==> src/tmcd_pkg.sv <==
// shared widths, constants and register indexes of the trimmed mean change detector
package tmcd_pkg;

    localparam int SAMPLE_W          = 10;
    localparam int THR_W             = 10;
    localparam int MEAN_INT_W        = 10;
    localparam int MEAN_FRAC_W       = 18;
    localparam int S_TDATA_W         = 16;
    localparam int M_TDATA_W         = 32;
    localparam int APB_DATA_W        = 32;
    localparam int APB_ADDR_W        = 3;
    localparam int WINDOW_LEN_DEF    = 8;
    localparam int FRACTION_BITS_DEF = 8;

    localparam logic [SAMPLE_W-1:0] SAMPLE_MAX = '1;
    localparam logic [THR_W-1:0]    THR_RESET  = THR_W'(4);

    // register index, taken from paddr[2]
    localparam logic REG_USE_FRACTION     = 1'b0;
    localparam logic REG_CHANGE_THRESHOLD = 1'b1;

endpackage

==> src/trimmed_mean_change_detector_unit.sv <==
// trimmed moving average over a sample ring with a change flag against the last report
// one sample at a time: a new sample is taken only in idle, after the last result is registered
// the ring rotates once through its cells for min, max and sum, then a reciprocal multiply
// divides by WINDOW_LEN-2; a stalled result holds the next one in the last step
// sync active-low reset: ring entries to 1023, means and reports to 0, threshold to 4
module trimmed_mean_change_detector_unit #(
    parameter int WINDOW_LEN    = tmcd_pkg::WINDOW_LEN_DEF,
    parameter int FRACTION_BITS = tmcd_pkg::FRACTION_BITS_DEF
) (
    input  logic                            aclk,
    input  logic                            aresetn,
    input  logic                            s_tvalid,
    output logic                            s_tready,
    input  logic [tmcd_pkg::S_TDATA_W-1:0]  s_tdata,   // [9:0] sample
    output logic                            m_tvalid,
    input  logic                            m_tready,
    output logic [tmcd_pkg::M_TDATA_W-1:0]  m_tdata,   // [9:0] mean_int, [27:10] mean_frac,
                                                       // [28] changed
    input  logic                            psel,
    input  logic                            penable,
    input  logic                            pwrite,
    input  logic [tmcd_pkg::APB_ADDR_W-1:0] paddr,
    input  logic [tmcd_pkg::APB_DATA_W-1:0] pwdata,
    output logic [tmcd_pkg::APB_DATA_W-1:0] prdata,
    output logic                            pready
);
    import tmcd_pkg::*;

    localparam int SUM_W     = $clog2(WINDOW_LEN * (2**SAMPLE_W - 1) + 1);
    localparam int Q_W       = SUM_W + FRACTION_BITS;
    localparam int SCAN_W    = $clog2(WINDOW_LEN);
    localparam int FRAC_STEP = (2**FRACTION_BITS) / 5 + 1;

    localparam logic [2:0] ST_IDLE = 3'd0;
    localparam logic [2:0] ST_SCAN = 3'd1;
    localparam logic [2:0] ST_LOAD = 3'd2;
    localparam logic [2:0] ST_DIV  = 3'd3;
    localparam logic [2:0] ST_FIN  = 3'd4;

    logic [2:0]             state_reg,     state_next;
    logic [SCAN_W-1:0]      scan_cnt_reg,  scan_cnt_next;
    logic [SAMPLE_W-1:0]    min_reg,       min_next;
    logic [SAMPLE_W-1:0]    max_reg,       max_next;
    logic [SUM_W-1:0]       sum_reg,       sum_next;
    logic                   use_frac_reg,  use_frac_next;
    logic [THR_W-1:0]       thr_reg,       thr_next;
    logic [MEAN_INT_W-1:0]  mean_int_reg,  mean_int_next;
    logic [Q_W-1:0]         mean_frac_reg, mean_frac_next;
    logic [MEAN_INT_W-1:0]  rep_int_reg,   rep_int_next;
    logic [Q_W-1:0]         rep_frac_reg,  rep_frac_next;
    logic                   m_tvalid_reg,  m_tvalid_next;
    logic [M_TDATA_W-1:0]   m_tdata_reg,   m_tdata_next;

    logic [SAMPLE_W-1:0]    tap [WINDOW_LEN];
    logic [SAMPLE_W-1:0]    head_in;
    logic                   advance;
    logic                   s_accept;
    logic                   cfg_write;
    logic                   out_free;
    logic                   div_start;
    logic                   div_done;
    logic [Q_W-1:0]         quotient;
    logic [SUM_W-1:0]       trimmed;
    logic [SAMPLE_W-1:0]    tail;
    logic [MEAN_INT_W-1:0]  new_int;
    logic [MEAN_INT_W-1:0]  diff_int;
    logic [Q_W-1:0]         diff_frac;
    logic                   changed;

    assign s_tready  = (state_reg == ST_IDLE);
    assign s_accept  = s_tvalid && s_tready;
    assign cfg_write = psel && penable && pwrite && pready;
    assign out_free  = !m_tvalid_reg || m_tready;
    assign tail      = tap[WINDOW_LEN-1];

    // new sample enters at the head; while scanning the ring feeds its tail back round
    assign advance   = s_accept || (state_reg == ST_SCAN);
    assign head_in   = (state_reg == ST_IDLE) ? s_tdata[SAMPLE_W-1:0] : tail;

    for (genvar i = 0; i < WINDOW_LEN; i++) begin : g_ring
        tmcd_cell u_cell (
            .aclk      (aclk),
            .aresetn   (aresetn),
            .advance_i (advance),
            .prev_i    ((i == 0) ? head_in : tap[(i == 0) ? 0 : i-1]),
            .value_o   (tap[i])
        );
    end

    assign trimmed   = sum_reg - SUM_W'(min_reg) - SUM_W'(max_reg);
    assign div_start = (state_reg == ST_LOAD);

    tmcd_div #(
        .NUM_W     (SUM_W),
        .FRAC_BITS (FRACTION_BITS),
        .DIVISOR   (WINDOW_LEN - 2)
    ) u_div (
        .aclk       (aclk),
        .aresetn    (aresetn),
        .start_i    (div_start),
        .num_i      (trimmed),
        .quotient_o (quotient),
        .done_o     (div_done)
    );

    // the integer mean is the fixed-point quotient with its fraction dropped
    assign new_int   = quotient[FRACTION_BITS +: MEAN_INT_W];
    assign diff_int  = (new_int >= rep_int_reg) ? new_int - rep_int_reg
                                                : rep_int_reg - new_int;
    assign diff_frac = (quotient >= rep_frac_reg) ? quotient - rep_frac_reg
                                                  : rep_frac_reg - quotient;
    assign changed   = use_frac_reg ? (diff_frac >= Q_W'(FRAC_STEP))
                                    : (diff_int >= thr_reg);

    always_comb begin
        state_next     = state_reg;
        scan_cnt_next  = scan_cnt_reg;
        min_next       = min_reg;
        max_next       = max_reg;
        sum_next       = sum_reg;
        use_frac_next  = use_frac_reg;
        thr_next       = thr_reg;
        mean_int_next  = mean_int_reg;
        mean_frac_next = mean_frac_reg;
        rep_int_next   = rep_int_reg;
        rep_frac_next  = rep_frac_reg;
        m_tvalid_next  = m_tvalid_reg && !m_tready;
        m_tdata_next   = m_tdata_reg;

        if (cfg_write) begin
            case (paddr[2])
                REG_USE_FRACTION:     use_frac_next = pwdata[0];
                REG_CHANGE_THRESHOLD: thr_next      = pwdata[THR_W-1:0];
                default: ;
            endcase
        end

        case (state_reg)
            ST_IDLE: begin
                if (s_accept) begin
                    min_next      = SAMPLE_MAX;
                    max_next      = '0;
                    sum_next      = '0;
                    scan_cnt_next = SCAN_W'(WINDOW_LEN - 1);
                    state_next    = ST_SCAN;
                end
            end
            ST_SCAN: begin
                if (tail < min_reg) begin
                    min_next = tail;
                end
                if (tail > max_reg) begin
                    max_next = tail;
                end
                sum_next = sum_reg + SUM_W'(tail);
                if (scan_cnt_reg == '0) begin
                    state_next = ST_LOAD;
                end else begin
                    scan_cnt_next = scan_cnt_reg - 1'b1;
                end
            end
            ST_LOAD: begin
                state_next = ST_DIV;
            end
            ST_DIV: begin
                if (div_done) begin
                    state_next = ST_FIN;
                end
            end
            ST_FIN: begin
                if (out_free) begin
                    if (use_frac_reg) begin
                        mean_frac_next = quotient;
                        if (changed) begin
                            rep_frac_next = quotient;
                        end
                    end else begin
                        mean_int_next = new_int;
                        if (changed) begin
                            rep_int_next = new_int;
                        end
                    end
                    m_tdata_next  = M_TDATA_W'({changed, MEAN_FRAC_W'(mean_frac_next),
                                                mean_int_next});
                    m_tvalid_next = 1'b1;
                    state_next    = ST_IDLE;
                end
            end
            default: begin
                state_next = ST_IDLE;
            end
        endcase
    end

    always_ff @(posedge aclk) begin
        if (!aresetn) begin
            state_reg     <= ST_IDLE;
            scan_cnt_reg  <= '0;
            use_frac_reg  <= 1'b0;
            thr_reg       <= THR_RESET;
            mean_int_reg  <= '0;
            mean_frac_reg <= '0;
            rep_int_reg   <= '0;
            rep_frac_reg  <= '0;
            m_tvalid_reg  <= 1'b0;
        end else begin
            state_reg     <= state_next;
            scan_cnt_reg  <= scan_cnt_next;
            use_frac_reg  <= use_frac_next;
            thr_reg       <= thr_next;
            mean_int_reg  <= mean_int_next;
            mean_frac_reg <= mean_frac_next;
            rep_int_reg   <= rep_int_next;
            rep_frac_reg  <= rep_frac_next;
            m_tvalid_reg  <= m_tvalid_next;
        end
    end

    always_ff @(posedge aclk) begin
        min_reg     <= min_next;
        max_reg     <= max_next;
        sum_reg     <= sum_next;
        m_tdata_reg <= m_tdata_next;
    end

    always_comb begin
        case (paddr[2])
            REG_USE_FRACTION:     prdata = APB_DATA_W'(use_frac_reg);
            REG_CHANGE_THRESHOLD: prdata = APB_DATA_W'(thr_reg);
            default:              prdata = '0;
        endcase
    end

    assign pready   = 1'b1;
    assign m_tvalid = m_tvalid_reg;
    assign m_tdata  = m_tdata_reg;

endmodule

==> src/tmcd_cell.sv <==
// one window entry of the sample ring, passing its value on when the ring advances
module tmcd_cell (
    input  logic                          aclk,
    input  logic                          aresetn,
    input  logic                          advance_i,
    input  logic [tmcd_pkg::SAMPLE_W-1:0] prev_i,
    output logic [tmcd_pkg::SAMPLE_W-1:0] value_o
);
    import tmcd_pkg::*;

    logic [SAMPLE_W-1:0] value_reg;
    logic [SAMPLE_W-1:0] value_next;

    always_comb begin
        value_next = advance_i ? prev_i : value_reg;
    end

    always_ff @(posedge aclk) begin
        if (!aresetn) begin
            value_reg <= SAMPLE_MAX;
        end else begin
            value_reg <= value_next;
        end
    end

    assign value_o = value_reg;

endmodule

==> src/tmcd_div.sv <==
// division by a fixed divisor through a reciprocal multiply, numerator latched then one product
module tmcd_div #(
    parameter int NUM_W     = 13,
    parameter int FRAC_BITS = 8,
    parameter int DIVISOR   = 6
) (
    input  logic                       aclk,
    input  logic                       aresetn,
    input  logic                       start_i,
    input  logic [NUM_W-1:0]           num_i,
    output logic [NUM_W+FRAC_BITS-1:0] quotient_o,
    output logic                       done_o
);
    localparam int Q_W   = NUM_W + FRAC_BITS;
    localparam int L_W   = $clog2(DIVISOR);
    localparam int M_W   = Q_W + 1;
    localparam int P_W   = NUM_W + M_W;
    localparam int SHIFT = Q_W + L_W - FRAC_BITS;
    // ceil(2^(Q_W+L_W) / DIVISOR) gives an exact floor quotient for every Q_W-bit dividend
    localparam logic [63:0] RECIP_FULL =
        ((64'd1 << (Q_W + L_W)) + 64'(DIVISOR) - 64'd1) / 64'(DIVISOR);
    localparam logic [M_W-1:0] RECIP = RECIP_FULL[M_W-1:0];

    logic [NUM_W-1:0] num_reg,   num_next;
    logic [P_W-1:0]   prod_reg,  prod_next;
    logic             stage_reg, stage_next;
    logic             done_reg,  done_next;

    always_comb begin
        num_next   = start_i ? num_i : num_reg;
        // numerator carries the fraction shift implicitly: num * 2^FRAC_BITS / DIVISOR
        prod_next  = stage_reg ? P_W'(num_reg) * P_W'(RECIP) : prod_reg;
        stage_next = start_i;
        done_next  = stage_reg;
    end

    always_ff @(posedge aclk) begin
        if (!aresetn) begin
            stage_reg <= 1'b0;
            done_reg  <= 1'b0;
        end else begin
            stage_reg <= stage_next;
            done_reg  <= done_next;
        end
    end

    always_ff @(posedge aclk) begin
        num_reg  <= num_next;
        prod_reg <= prod_next;
    end

    assign quotient_o = Q_W'(prod_reg >> SHIFT);
    assign done_o     = done_reg;

endmodule

==> config.mk <==
export PLATFORM = sky130hd
export DESIGN_NAME = trimmed_mean_change_detector_unit
export DESIGN_NICKNAME = d
export VERILOG_FILES = /design/src/tmcd_pkg.sv /design/src/trimmed_mean_change_detector_unit.sv /design/src/tmcd_cell.sv /design/src/tmcd_div.sv
export SDC_FILE = /design/constraint.sdc
export NUM_CORES = 1
export LEC_CHECK = 0
export BUFFER_PORTS_ARGS = -buffer_cell sky130_fd_sc_hd__buf_2
export CAP_MARGIN = 20
export CORE_ASPECT_RATIO = 0.6
export CORE_MARGIN = 8
export CORE_UTILIZATION = 30
export CTS_CLUSTER_DIAMETER = 200
export DETAILED_ROUTE_END_ITERATION = 12
export HOLD_SLACK_MARGIN = 0.08
export PLACE_DENSITY = 0.47
export SYNTH_ARGS = -nofsm -noshare
export SYNTH_HDL_FRONTEND = slang
export SYNTH_SLANG_ARGS = --single-unit
==> constraint.sdc <==
create_clock -name aclk -period 7.05 [get_ports aclk]
set_input_delay 0.3525 -clock aclk [delete_from_list [all_inputs] [get_ports aclk]]
set_output_delay 0.3525 -clock aclk [all_outputs]
set_load 0.01 [all_outputs]
==> results.yml, run 1 <==
critical_path:
  crit_slowest_cell: "a221oi_1"
  path_class: "reg -> reg"
  path_cells: "ha_1 -> fa_1 -> fa_1 -> inv_1 -> fa_1 -> fa_1 -> inv_1 -> ha_1 -> a2111oi_0 -> o211ai_1 -> a221oi_1 -> o21ai_0 -> a211oi_1 -> and4b_1 -> a211oi_1 -> xnor2_1"
  end_kind: "flip-flop"
  cp_max_fo: 4
  cp-start-kind: "flip-flop"
  cpMostUsedCell: "fa_1"
  critPathTopFamily: "adder cells"
  cpPeakStageDelay_ns: 0.62
  path_buf_inv: 2
  critPathRequiredTime_ns: 7.35
  crit_arrival_ns: 6.68
timing:
  fmax_ghz: 0.1566
  min_period_over_period_pct: 90.55
  maxSlewHeadroom_pct: 28.62
  rsz0062_at_grt: "false"
  tns_ns: 0
  tightestPinTransition_ns: 1.068
  final.min_clock_period_ns: 6.384
  finalHoldViolCount: 0
  drv_slew: 0
  setup_viol: 0
  clock_skew_ns: 0.01274
final_layout:
  seq_area_um2: 5967
  final_core_utilization_pct: 33.82
  fin_cells: 2770
  stdcell_area_um2: 19450
  largest_register_ffs: 80
  syn_to_final_growth_pct: 11.39
  final.fill_count: 6022
  drive_gt1_share_pct: 8.250
  antenna_cells: 0
  multi_input_area_um2: 10240
  nNetsFinal: 2294
clock_network:
  cts_tree: "built"
  clkTransAtPathRegs_ns: 0.07
  htree_levels: 1
  cts_root_buffer: "clkbuf_16"
  numCtsBuffers: 27
  cts-resized-gates: 0
  clock_latency_ns: 0.55
  cts_setup_buffers: 0
  cts_buffer_depth: 3
  clock_sinks: 251
placement:
  place_area_um2: 18430
  dp_hpwl_um: 32520
  gp_congestion: 0.8830
  placedCellCount: 2711
  io_buffers: 68
routing:
  antenna_left: 0
  drt_iter0_markers: 1054
  num_vias: 13080
  drc_errors: 0
  post_drt_wl_per_cell_um: 15.49
  routed_via_density: 4.721
  routed_wl_um: 42900
  dr.pass1.iters: 5
synthesis:
  yosys_most_used_dff: "dfxtp_1"
  synthArstFlopShare_pct: 0
  ys_ff_latch: 251
  synthCells: 1942
  syn-cell-area_um2: 17460
  ys_seq_area_share_pct: 34.16
  synth_cell_types: 78
  ys_warn_count: 0
  synth-edff-count: 94
  avgSynthCellArea_um2: 8.992
floorplanning:
  die-area_um2: 66440
  ioPinCount: 125
  start_util_pct: 30.36
  die-height_um: 202.9
  die_w_um: 327.5
  design.core.area_um2: 57520
  num_rows: 68
global_route:
  grt_overflow: 0
  grt_pass1_wl_um: 68990
  grtUsageTotal_pct: 12.48
  grt_pass1_vias: 12550
  grt_max_degree: 106
  antenna_found_initial: 0
flow_run:
  drv_cap: 0
worst_hold_path:
  min_path_type: "in -> reg"
run_status:
  outcome: "finished clean"
-- placed cells by master (no fill, tap or decap), types with 20 or more instances in the layout --
master     instances
nand2_1          308
inv_1            226
ha_1             190
dfxtp_1          156
nand3_1           94
edfxtp_1          94
o21ai_0           81
a21oi_1           76
nor2_1            74
buf_2             67
fa_1              66
mux2i_1           64
nor2b_1           46
a21o_1            40
xnor2_1           33
clkbuf_16         28
conb_1            26
a21boi_0          23
o21a_1            21
mux2_2            20
nand4_1           20
-- layer usage --
layer	part of all wire, %	GRT usage, %
met2	40	17.91
met5	0	0
met3	4.5	2.507
met1	54	19.30
met4	1.2	1.831
-- cell usage after synthesis (21+ instances only) --
library cell,count,area [um^2]
dfxtp_1,157,3143
a21boi_0,23,172.7
clkbuf_1,60,225.2
xnor2_1,33,289.0
a21o_1,40,300.3
nor2_1,74,277.8
buf_4,28,210.2
ha_1,190,2377
mux2i_1,64,640.6
inv_1,226,848.3
fa_1,66,1321
o21a_1,21,157.7
nand3_1,94,470.5
o21ai_0,82,410.4
a21oi_1,77,385.4
edfxtp_1,94,2823
nor2b_1,47,294.0
nand2_1,308,1156
-- tightest hold or removal path, cell delays in order --
cell and delay (ns):
buf_2 0.13, nor2_1 0.05, nand2_1 0.05, a21boi_0 0.06
-- final cells by class --
cell class | count | share of cell area [%]
clock inverters | 14 | 0.8299
repair buffers | 87 | 2.625
well taps | 770 | 4.953
inverters | 227 | 4.381
multi-input cells | 1386 | 52.64
flip-flops and latches | 251 | 30.68
clock buffers | 35 | 3.892
-- stage by stage --
step / hold slack, ns / setup WS (ns)
finish: 0.1476 / 0.6662
global route: 0.1560 / 0.08340
CTS: 0.1094 / 0.5965
detailed placement: 0.4495 / 0.6345
global placement: 0.4411 / 0.7613
floorplan: 0.4354 / 1.502
-- cells by family (layout without fill, tap and decap cells) --
kind of cell	after synthesis	in the layout	share of synthesized area, %
muxes	84	84	4.958
and+or+nand+nor	638	638	16.90
buffers and inverters	329	363	7.853
other	2	26	0.04301
AOI/OAI and AO/OA	336	336	12.59
DFF	251	251	34.16
adders and majority gates	256	256	21.18
xor gates and xnor gates	46	46	2.307
-- what timing repair did --
action | CTS | global route
endpoints found under the hold margin | 11 | 0
hold buffers | 10 | 0
setup endpoints to repair | 0 | 0
-- final timing paths --
kind	start	endpoint	slack (ns)	depth (start not counted)
worst max-delay path	u_div.num_reg[7]	u_div.prod_reg[33]	0.67	16
worst min-delay path	paddr[2]	use_frac_reg	0.15	4
worst min register to register	g_ring[0].u_cell.value_o[9]	g_ring[1].u_cell.value_o[9]	0.46	2
worst max register to register	u_div.num_reg[7]	u_div.prod_reg[33]	0.67	16
Power of run 1 is left out: the tool's default activity adds up to more than one toggle a clock period on the data nets, which glitch-free logic cannot reach.
==> inputs of run 2 (changes only) <==
Settings changed: CORE_UTILIZATION 30 to 40, PLACE_DENSITY 0.47 to 0.59.
Clock period 7.05 ns to 6.15 ns, I/O delays scaled along.
==> run 2 against run 1 <==
Effect of this change: first-iteration DRC count fell by 6.4%; worst hold slack worse by 0.028 ns; non-clock buffer count grew 8; global-route usage grew 3.2 points; critical path type unchanged; critical endpoint unchanged; largest cell class unchanged.
==> results.yml, run 2 (synthesis results as in run 1) <==
timing:
  maxSlewHeadroom_pct: 36.75
  setup_viol: 0
  finalHoldViolCount: 0
  clock_skew_ns: 0.008553
  final.min_clock_period_ns: 5.878
  tightestPinTransition_ns: 0.9424
  fmax_ghz: 0.1701
  rsz0062_at_grt: "false"
  drv_slew: 0
  hold_slack_ns: 0.1194
  min_period_over_period_pct: 95.57
  tns_ns: 0
placement:
  io_buffers: 68
  gp_congestion: 0.8734
  dp_hpwl_um: 30610
  placedCellCount: 2527
floorplanning:
  design.core.area_um2: 43190
  die-height_um: 177.8
  ioPinCount: 125
  start_util_pct: 40.43
  die_w_um: 285.7
  num_rows: 59
  die-area_um2: 50820
routing:
  antenna_left: 0
  num_vias: 13000
  drc_errors: 0
  wl_met1_um: 21110
  routed_via_density: 5.025
  wl_met2_um: 17010
  drt_iter0_markers: 987
  top_layer: "met4"
  wl_met3_um: 1600
  dr.pass1.iters: 7
  routed_wl_um: 40340
  post_drt_wl_per_cell_um: 15.60
global_route:
  grt_pass1_wl_um: 66360
  grt_max_degree: 89
  antenna_found_initial: 0
  grtUsageTotal_pct: 15.65
  grt_pass1_vias: 12630
  grt_overflow: 0
final_layout:
  drive_gt1_share_pct: 8.670
  final_cell_mix: "nand2_1, inv_1, ha_1"
  final_common_cell: "nand2_1"
  antenna_cells: 0
  syn_to_final_growth_pct: 10.30
  nNetsFinal: 2301
  fin_cells: 2586
  largest_register_ffs: 80
critical_path:
  cp-start-kind: "flip-flop"
  path_cells: "ha_1 -> fa_1 -> fa_1 -> inv_1 -> fa_1 -> fa_1 -> inv_1 -> ha_1 -> a2111oi_1 -> o211ai_1 -> a221oi_2 -> buf_4 -> o21ai_0 -> a211oi_1 -> and4b_1 -> a211oi_1 -> xnor2_1"
  cpMostUsedCell: "fa_1"
  crit_arrival_ns: 6.16
  critPathRequiredTime_ns: 6.43
  path_class: "reg -> reg"
  ff2ff_setup_slack_ns: 0.27
  cpPeakStageDelay_ns: 0.58
  crit_slowest_cell: "fa_1"
  cp_max_fo: 4
  end_kind: "flip-flop"
run_status:
  outcome: "finished clean"
clock_network:
  cts_root_buffer: "clkbuf_16"
  cts_tree: "built"
  cts_buffer_depth: 3
  clkTransAtPathRegs_ns: 0.06
  htree_levels: 1
  clock_sinks: 251
  clock_latency_ns: 0.53
  numCtsBuffers: 26
flow_run:
  drv_cap: 0
worst_hold_path:
  min_path_type: "in -> reg"
run 2: cell count changes in the layout (fill, tap and decap cells not counted), moves of 2 or more:
cell,change
buf_4,+8
inv_6,-2
a2111oi_0,-2
clkbuf_8,+2
run 2: metrics by stage:
| step | utilization, % | cell area (um^2) | setup WS, ns |
|---|---|---|---|
| after detailed placement | 42.25 | 18240 | 0.1630 |
| after floorplan | - | 17550 | 0.6015 |
| final | 44.60 | 19260 | 0.2723 |
| after global routing | 44.60 | 19260 | 0.05315 |
| after global placement | 42.23 | 18240 | 0.3141 |
| after CTS | 44.54 | 19230 | 0.1517 |
run 2: area by class of cell:
| cell class | count | area (um^2) |
|---|---|---|
| timing repair buffer | 95 | 570.5 |
| multi-input combinational | 1386 | 10260 |
| inverter | 227 | 852.1 |
| sequential | 251 | 5966 |
| fill | 4198 | 23920 |
| clock inverter | 12 | 131.4 |
| clock buffer | 36 | 759.5 |
| tap | 579 | 724.4 |
run 2: metal layers:
metal  global-route usage [%]  vias to the layer above
met1                    23.25                     6123
met3                    2.609                       40
met5                        0                        -
met2                    23.85                      212
met4                    2.858                        0
li1                         -                     6620
run 2: path summary, 6_finish.rpt:
path | start | end | depth (start not counted)
worst max register to register | u_div.num_reg[9] | u_div.prod_reg[33] | 17
worst min register to register | g_ring[5].u_cell.value_o[0] | g_ring[6].u_cell.value_o[0] | 2
worst max-delay path | u_div.num_reg[9] | u_div.prod_reg[33] | 17
worst min-delay path | s_tdata[5] | g_ring[0].u_cell.value_o[5] | 5
run 2: what timing repair did:
item / in CTS / in global routing
endpoints found under the setup margin: 0 / 2
gates resized for setup: 0 / 5
hold endpoints to repair: 11 / 0
buffers inserted: 0 / 1
hold buffers: 10 / 0
run 2: critical path: cells and delay by family, from the launching register on:
| family | cells | cell delay [ns] |
|---|---|---|
| and+or+nand+nor | 1 | 0.24 |
| DFF | 1 | 0.47 |
| adders and majority gates | 6 | 2.78 |
| AOI/OAI and AO/OA | 6 | 1.77 |
| xor gates and xnor gates | 1 | 0.09 |
| buffers and inverters | 3 | 0.27 |
Power of run 2 is left out for the same reason.
==> inputs of run 3 (changes only) <==
Settings changed: REMOVE_ABC_BUFFERS set to 1.
==> run 3 against run 2 <==
Effect of this change: count of clock-buffer cells in the layout fell by 2; die area did not move; critical path depth fell by 1; core utilization rose by 0.081 points; final area rose by 0.18%; global-route usage rose by 0.25 points; clock skew rose by 0.0088 ns; worst hold slack got worse by 0.011 ns; maximum frequency rose by 2.1%.
==> results.yml, run 3 (synthesis results as in run 1) <==
routing:
  routed_wl_um: 41610
  num_vias: 13250
  post_drt_wl_per_cell_um: 16.06
  antenna_left: 0
  drc_errors: 0
  drt_iter0_markers: 1032
  dr.pass1.iters: 5
  routed_via_density: 5.117
timing:
  tightestPinTransition_ns: 1.028
  maxSlewHeadroom_pct: 31.00
  drv_slew: 0
  fmax_ghz: 0.1737
  setup_viol: 0
  final.min_clock_period_ns: 5.755
  clock_skew_ns: 0.01739
  min_period_over_period_pct: 93.59
  finalHoldViolCount: 0
  worst_slack_ns: 0.3945
  tns_ns: 0
  rsz0062_at_grt: "false"
floorplanning:
  die-area_um2: 50820
  die-height_um: 177.8
  num_rows: 59
  start_util_pct: 40.43
  ioPinCount: 125
  design.core.area_um2: 43190
  die_w_um: 285.7
critical_path:
  end_kind: "flip-flop"
  cp-start-kind: "flip-flop"
  rr_worst_depth: 16
  path_class: "reg -> reg"
  ff2ff_setup_slack_ns: 0.39
  path_cells: "ha_1 -> fa_1 -> fa_1 -> inv_1 -> fa_1 -> fa_1 -> inv_1 -> ha_1 -> a2111oi_1 -> o211ai_1 -> a31oi_1 -> o21ai_0 -> a211oi_1 -> o21ai_0 -> a21oi_1 -> xnor2_1"
  crit_slowest_cell: "fa_1"
  crit_arrival_ns: 6.06
  r2r_end: "u_div.prod_reg[32]"
  cp_max_fo: 3
  critPathRequiredTime_ns: 6.45
  cpMostUsedCell: "fa_1"
  cpPeakStageDelay_ns: 0.56
  r2r-start: "u_div.num_reg[9]"
final_layout:
  nNetsFinal: 2305
  final_core_utilization_pct: 44.68
  stdcell_area_um2: 19300
  antenna_cells: 0
  final.fill_count: 4196
  largest_register_ffs: 80
  final_common_cell: "nand2_1"
  final_cell_mix: "nand2_1, inv_1, ha_1"
  drive_gt1_share_pct: 8.802
  syn_to_final_growth_pct: 10.50
global_route:
  grt_pass1_vias: 12630
  grt_overflow: 0
  grtUsageTotal_pct: 15.90
  grt_max_degree: 83
  grt_pass1_wl_um: 66810
  antenna_found_initial: 0
clock_network:
  clock_sinks: 251
  cts_root_buffer: "clkbuf_16"
  htree_levels: 1
  numCtsBuffers: 26
  cts_tree: "built"
  clock_latency_ns: 0.56
  clkTransAtPathRegs_ns: 0.07
  cts_buffer_depth: 3
placement:
  dp_hpwl_um: 31330
  preCtsSetupSlack_ns: 0.08818
  io_buffers: 68
  gp_congestion: 0.9081
  place_area_um2: 18260
worst_hold_path:
  min_path_type: "in -> reg"
  hp-start: "s_tdata[8]"
  hold_end: "g_ring[0].u_cell.value_o[8]"
  hold_depth: 5
run_status:
  outcome: "finished clean"
flow_run:
  drv_cap: 0
-- run 3: how the worst max path moves through the flow --
stage,startpoint,cells past startpoint,slack (ns),endpoint
2_1_floorplan,state_reg[0],7,-0.29,g_ring[0].u_cell.value_o[0]
3_3_place_gp,u_div.num_reg[9],19,0.29,u_div.prod_reg[34]
3_5_place_dp,u_div.num_reg[9],17,0.09,u_div.prod_reg[34]
4_1_cts,u_div.num_reg[9],17,0.07,u_div.prod_reg[34]
5_1_grt,u_div.num_reg[9],17,0.02,u_div.prod_reg[34]
6_report,u_div.num_reg[9],16,0.39,u_div.prod_reg[32]
-- run 3: final cells by class --
cell class | instances | area, um^2 | area share [%]
repair buffers | 99 | 630.6 | 3.268
inverters | 227 | 852.1 | 4.416
flip-flops and latches | 251 | 5966 | 30.92
multi-input cells | 1386 | 10260 | 53.15
well taps | 579 | 724.4 | 3.754
clock buffers | 34 | 742.0 | 3.845
clock inverters | 14 | 125.1 | 0.6484
-- run 3: critical path: cells and delay by family, from the launching register on --
family / cells / cell delay, ns
fa+ha+maj: 6 / 2.77
compound gates: 7 / 2.03
flops: 1 / 0.49
buf+inv: 2 / 0.10
xor+xnor: 1 / 0.08
-- run 3: repair_timing --
action / CTS / global route
hold buffers: 12 / 0
gates resized for setup: 0 / 6
endpoints found under the hold margin: 13 / 0
setup endpoints to repair: 0 / 4
buffers inserted: 0 / 0
-- run 3: stage by stage --
| step | instances | hold WS, ns |
|---|---|---|
| 6_report | 2590 | 0.1080 |
| 4_1_cts | 2588 | 0.08479 |
| 3_3_place_gp | 2527 | 0.4411 |
| 3_5_place_dp | 2528 | 0.4491 |
| 2_1_floorplan | 1864 | 0.3694 |
| 5_1_grt | 2590 | 0.1039 |
-- run 3: per-layer routing --
metal  track usage (%)  vias to the layer above  wire (um)
met4             3.131                        0        734
met1             23.71                     6273      21170
li1                  -                     6626          -
met5                 0                        -          0
met3             2.903                       53       2341
met2             23.81                      300      17360
Power of run 3 is left out for the same reason.
